==> src/rtl/oef_pkg.sv <==
// Package for the one euro filter: divider request/response types, fixed
// arithmetic constants and configuration register indexes. No dependencies.
package oef_pkg;

  localparam int DIV_NUM_W = 64;
  localparam int DIV_DEN_W = 36;
  localparam int DIV_CNT_W = 6;

  typedef struct packed {
    logic                 start;
    logic [DIV_NUM_W-1:0] num;
    logic [DIV_DEN_W-1:0] den;
  } div_req_t;

  typedef struct packed {
    logic                 busy;
    logic                 done;
    logic [DIV_NUM_W-1:0] quot;
  } div_rsp_t;

  // 2*pi in Q3.29 and one second in microseconds, Q16.16
  localparam logic [31:0] TWO_PI_Q29   = 32'd3373259426;
  localparam logic [36:0] US_PER_S_Q16 = 37'd65536000000;

  localparam logic [1:0] CFG_INIT_RATE  = 2'd0;
  localparam logic [1:0] CFG_MIN_CUTOFF = 2'd1;
  localparam logic [1:0] CFG_SPEED_GAIN = 2'd2;
  localparam logic [1:0] CFG_DERIV_CUT  = 2'd3;

endpackage

==> src/rtl/oef_div.sv <==
// Restoring divider for the one euro filter, one quotient bit per cycle.
// Depends on oef_pkg for the request and response types.
module oef_div (
  input  logic             clk,
  input  logic             rst_n,
  input  oef_pkg::div_req_t req,
  output oef_pkg::div_rsp_t rsp
);

  localparam int NW = oef_pkg::DIV_NUM_W;
  localparam int DW = oef_pkg::DIV_DEN_W;
  localparam int CW = oef_pkg::DIV_CNT_W;

  logic          busy_r, done_r;
  logic [NW-1:0] q_r;
  logic [DW-1:0] rem_r, den_r;
  logic [CW-1:0] cnt_r;
  logic [DW:0]   trial;
  logic          ge;

  assign trial = {rem_r, q_r[NW-1]};
  assign ge    = trial >= {1'b0, den_r};

  always_ff @(posedge clk) begin
    if (!rst_n) begin
      busy_r <= 1'b0;
      done_r <= 1'b0;
      cnt_r  <= '0;
    end else begin
      done_r <= 1'b0;
      if (req.start) begin
        q_r    <= req.num;
        den_r  <= req.den;
        rem_r  <= '0;
        cnt_r  <= '0;
        busy_r <= 1'b1;
      end else if (busy_r) begin
        rem_r <= ge ? DW'(trial - {1'b0, den_r}) : trial[DW-1:0];
        q_r   <= {q_r[NW-2:0], ge};
        cnt_r <= cnt_r + 1'b1;
        if (cnt_r == CW'(NW - 1)) begin
          busy_r <= 1'b0;
          done_r <= 1'b1;
        end
      end
    end
  end

  assign rsp.busy = busy_r;
  assign rsp.done = done_r;
  assign rsp.quot = q_r;

endmodule

==> config.mk <==
export PLATFORM = sky130hd
export DESIGN_NAME = oef_div
export DESIGN_NICKNAME = d
export VERILOG_FILES = /design/src/rtl/oef_pkg.sv /design/src/rtl/oef_div.sv
export SDC_FILE = /design/constraint.sdc
export NUM_CORES = 1
export LEC_CHECK = 0
export ABC_AREA = 1
export BUFFER_PORTS_ARGS = -buffer_cell sky130_fd_sc_hd__buf_2
export CAP_MARGIN = 20
export CORE_ASPECT_RATIO = 0.7
export CORE_MARGIN = 5
export CORE_UTILIZATION = 45
export DETAILED_ROUTE_END_ITERATION = 16
export PLACE_DENSITY = 0.73
export SLEW_MARGIN = 20
export SYNTH_ARGS = -nofsm -noshare
export SYNTH_HDL_FRONTEND = slang
export SYNTH_SLANG_ARGS = --single-unit
==> constraint.sdc <==
create_clock -name clk -period 19.1 [get_ports clk]
set_input_delay 4.775 -clock clk [delete_from_list [all_inputs] [get_ports clk]]
set_output_delay 4.775 -clock clk [all_outputs]
set_load 0.01 [all_outputs]
## Word-level counts from Yosys, hierarchy flattened

Index checks and enable logic that the tools add are counted.

- Flip-flop bits (word level): 144
- Bits of input ports: 103
- Output and inout port bits: 66

- Add/subtract/negate cells: 2
- $lt $le $gt $ge: 1
- Equal/unequal tests: 1
- Muxes and demuxes: 8
- Bitwise operators: 2
- Reduce and logical (&&, ||, !) cells: 5

Operators by type and width:

| operator | number |
|---|---|
| $mux 64 | 2 |
| $mux 36 | 2 |
| $ge 37x36->1 | 1 |
| $sub 36x36->36 | 1 |
| $add 6x1->6 const B | 1 |
| $eq 6x6->1 const B | 1 |
| $mux 1 | 4 |
| $reduce_and 2->1 | 2 |
| $reduce_or 3->1 | 1 |
| $not 1->1 | 2 |
| $reduce_bool 2->1 | 1 |
| $reduce_or 2->1 | 1 |

## Logic depth before layout (Yosys ltp)

- Depth after elaboration: 4
- Mapped depth: 19
- Gate-level depth less buffers: 17

## Worst setup path after synthesis

No wires, ideal clock.

- Path kind: input to register
- Start: input req[100] in the netlist's numbering
- End: register busy_r
- Arrival time: 10.250 ns
- Setup slack: 8.771 ns
- Stages on the path: 3
- Cells stage by stage: inv_2 a21oi_1 o31a_1

- Cells in the longest elaborated chain, start to end: 1

Ends and longest elaborated chain:

| what | RTL line | text |
|---|---|---|
| start: declaration | oef_div.sv:6 | `input oef_pkg::div_req_t req,` |
| $mux 1 | oef_div.sv:31 | `if (req.start) begin` |
| end signal: assignment | oef_div.sv:26 | `busy_r <= 1'b0;` |
| end signal: assignment | oef_div.sv:36 | `busy_r <= 1'b1;` |
| end signal: assignment | oef_div.sv:42 | `busy_r <= 1'b0;` |
| end: declaration | oef_div.sv:14 | `logic busy_r, done_r;` |

No other way between the ends.
A chain may end at the register's enable or synchronous reset.

## Final worst setup path

- Start: input req[100] in the netlist's numbering
- End: register rem_r[25], enable pin

- Cells in the longest elaborated chain, start to end: 2

Ends and longest elaborated chain:

| what | RTL line | text |
|---|---|---|
| $reduce_bool 2->1 (no source line) | n/a |  |
| $reduce_and 2->1 (no source line) | n/a |  |
| end signal: assignment | oef_div.sv:38 | `rem_r <= ge ? DW'(trial - {1'b0, den_r}) : trial[DW-1:0];` |
| end: declaration | oef_div.sv:16 | `logic [DW-1:0] rem_r, den_r;` |

No other way between the ends.

==> impl_metrics.csv <==
group,metric,value,unit
synth,synth_cells,1151,
clocking,clock-sinks,144,
global_routing,grt_max_degree,100,
synth,yosysUniqueCellTypes,35,
worst_setup_path,critPathLaunch,"req[100]",
sta,worst_clock_skew,17.4,ps
route,vias_per_cell,4.83,
clocking,cts_setup_buffers,0,
synth,syn-num-nets,1292,
clocking,cts_buffers,17,
global_routing,antenna_found_initial,1,
clocking,insertion_delay,430,ps
floorplanning,dieArea,22700,sq um
route,antenna_left,0,
global_routing,grt_remaining_overflow,0,
synth,syn_avg_cell_area,7.72,sq um
power_and_ir_drop,p_leak,5.43,nW
power_and_ir_drop,power_density,89.1,nW/um^2
hold_path,hold_class,"reg2reg",
clocking,cts.path.max_buffers,2,
floorplanning,placementRows,43,
cells_and_area,n_antenna_cell,0,
clocking,clkTransAtPathRegs,60,ps
worst_setup_path,endpoint_kind,"flip-flop",
global_routing,grt_pass1_wl,37300,microns
outcome,status,"finished, final reports clean",
worst_setup_path,worstReg2RegStart,"rem_r[9]$_SDFFCE_PP0P_",
cells_and_area,drive_gt1_frac,0.178,
cells_and_area,nets,1455,
synth,synth-seq-cells,144,
global_routing,grt_usage,0.208,
route,vias,7720,
floorplanning,die_w,178,microns
sta,finalHoldViolCount,0,
route,drc_errors,0,
synth,ys_warn_count,0,
clocking,cts_hold_buffers,0,
sta,rsz0062_at_grt,"no",
route,drt_wl_total,23100,microns
global_routing,grt_pass1_vias,7434,
floorplanning,core_area,19600,sq um
worst_setup_path,arrival,6290,ps
sta,setup_tns,0,ps
cells_and_area,fin_util,0.536,
cells_and_area,stdcell_count,1597,
cells_and_area,fillers,1897,
sta,hold_slack,490,ps
place,place_congestion,0.960,
sta,fmax,0.160,GHz
worst_setup_path,worstSetupPathType,"in2reg",
sta,finalSetupViolations,0,
clocking,cts_tree,"built",
clocking,root_buffer,"clkbuf_16",
clocking,h-tree-depth,4,
worst_setup_path,path_max_fanout,68,
run,cap_violations,0,
route,wl_per_cell,14.5,microns
synth,async_flop_share,0,
cells_and_area,syn_to_final_growth,18.1,%
floorplanning,start_util,0.453,
worst_setup_path,r2r_setup_slack,15730,ps
power_and_ir_drop,power,935,uW
worst_setup_path,start_kind,"input pin",
hold_path,hold_start,"cnt_r[2]$_SDFFE_PP0P_",
floorplanning,die_h,128,microns
synth,synth_area,8880,sq um
route,first_pass_iters,5,
power_and_ir_drop,vdd_drop_max,0.0615,mV
place,dp_cells,1565,
sta,worst_pin_slew,1040,ps
synth,seq_area_frac_synth,0.478,
cells_and_area,seqCellArea,4240,sq um
floorplanning,io_pins,169,
sta,slew_viol_final,0,
synth,synth_flop_cell,"edfxtp_1",
route,drt_iter0_drc,649,
sta,timing.slew.headroom,0.305,
cells_and_area,multi_input_area,3830,sq um
synth,synth_edf_count,136,
sta,fin_crit_sh,0.326,
place,numPortBuffers,168,
place,dp_hpwl,17200,microns
sta,min_period,6230,ps
worst_setup_path,required,19150,ps
clocking,cts.repair.resized,0,
## logic make-up after synthesis
kind of cell               count (synthesis)  synth area share
and+or+nand+nor                          701             0.327
buffers and inverters                    202            0.0924
DFF                                      144             0.478
AOI/OAI and AO/OA                         48            0.0303
adders and majority gates                 38            0.0544
xor gates and xnor gates                  18            0.0178
## metal layers
layer,part of all wire,vias up,global-route usage
li1,-,3911,-
met1,0.48,3512,0.300
met2,0.42,270,0.313
met3,0.084,25,0.0577
met4,0.015,2,0.0518
met5,0.00061,-,0
## stage by stage
| step | worst slack [ps] | cell area, sq um |
|---|---|---|
| after floorplan | 8770 | 8880 |
| after global placement | 12470 | 9940 |
| after detailed placement | 12440 | 9940 |
| after CTS | 12900 | 10500 |
| after global routing | 12690 | 10500 |
| final | 12870 | 10500 |
## critical path, cell delays in order
cell and delay (ps):
buf_2 80, buf_4 510, inv_2 120, a21oi_4 170, buf_4 550
## worst paths after layout
path | to | depth (start not counted)
setup / recovery | rem_r[25]$_SDFFCE_PP0P_ | 5
hold / removal | cnt_r[2]$_SDFFE_PP0P_ | 2
setup reg to reg | rem_r[12]$_SDFFCE_PP0P_ | 12
hold reg to reg | cnt_r[2]$_SDFFE_PP0P_ | 2
## sequential cells by signal, summed over array words and instances, names as in the netlist
| signal | count |
|---|---|
| busy_r | 1 |
| cnt_r | 6 |
| den_r | 36 |
| done_r | 1 |
| q_r | 64 |
| rem_r | 36 |
## cell usage in the layout (no fill, tap or decap), drive strengths merged, types with 8 or more instances in the layout
cell | synthesis | layout
nand2 | 487 | 487
inv | 173 | 181
buf | 21 | 173
edfxtp | 136 | 136
nor2 | 134 | 134
ha | 37 | 37
nand3 | 36 | 36
nand3b | 32 | 32
a21oi | 30 | 30
clkbuf | 8 | 18
xor2 | 17 | 17
o21ai | 10 | 10
dfxtp | 8 | 8
## area by class of cell
type	count	share of cell area
clock buffer	18	0.0409
clock inverter	14	0.0119
inverter	173	0.0619
multi-input combinational	805	0.365
sequential	144	0.405
tap	270	0.0322
timing repair buffer	173	0.0837
## cells in the mapped netlist (2+ instances only)
master	count	area share
nor2_1	132	0.056
a21oi_2	2	0.0020
ha_1	37	0.052
o21ai_0	9	0.0051
inv_2	11	0.0046
nor2_2	2	0.0014
nand3_1	33	0.019
dfxtp_1	8	0.018
buf_2	5	0.0028
nand4_1	3	0.0021
a21oi_1	28	0.016
nand2_4	7	0.0089
edfxtp_1	136	0.46
nor4_1	2	0.0014
inv_1	162	0.068
clkbuf_1	8	0.0034
nand3b_1	32	0.027
nand3_2	3	0.0034
buf_6	6	0.0076
nand2_1	476	0.20
nor3_1	5	0.0028
buf_4	3	0.0025
a21o_1	4	0.0034
nand2_2	4	0.0028
xor2_1	17	0.017
buf_1	7	0.0030
## where the power goes
group	internal [mW]	total [mW]	leakage (nW)	switching, mW
clock network	0.171	0.320	0.266	0.149
logic	0.0793	0.226	3.79	0.146
registers	0.377	0.389	1.37	0.0119
total	0.627	0.935	5.43	0.307
(Power assumes the default switching activity.)
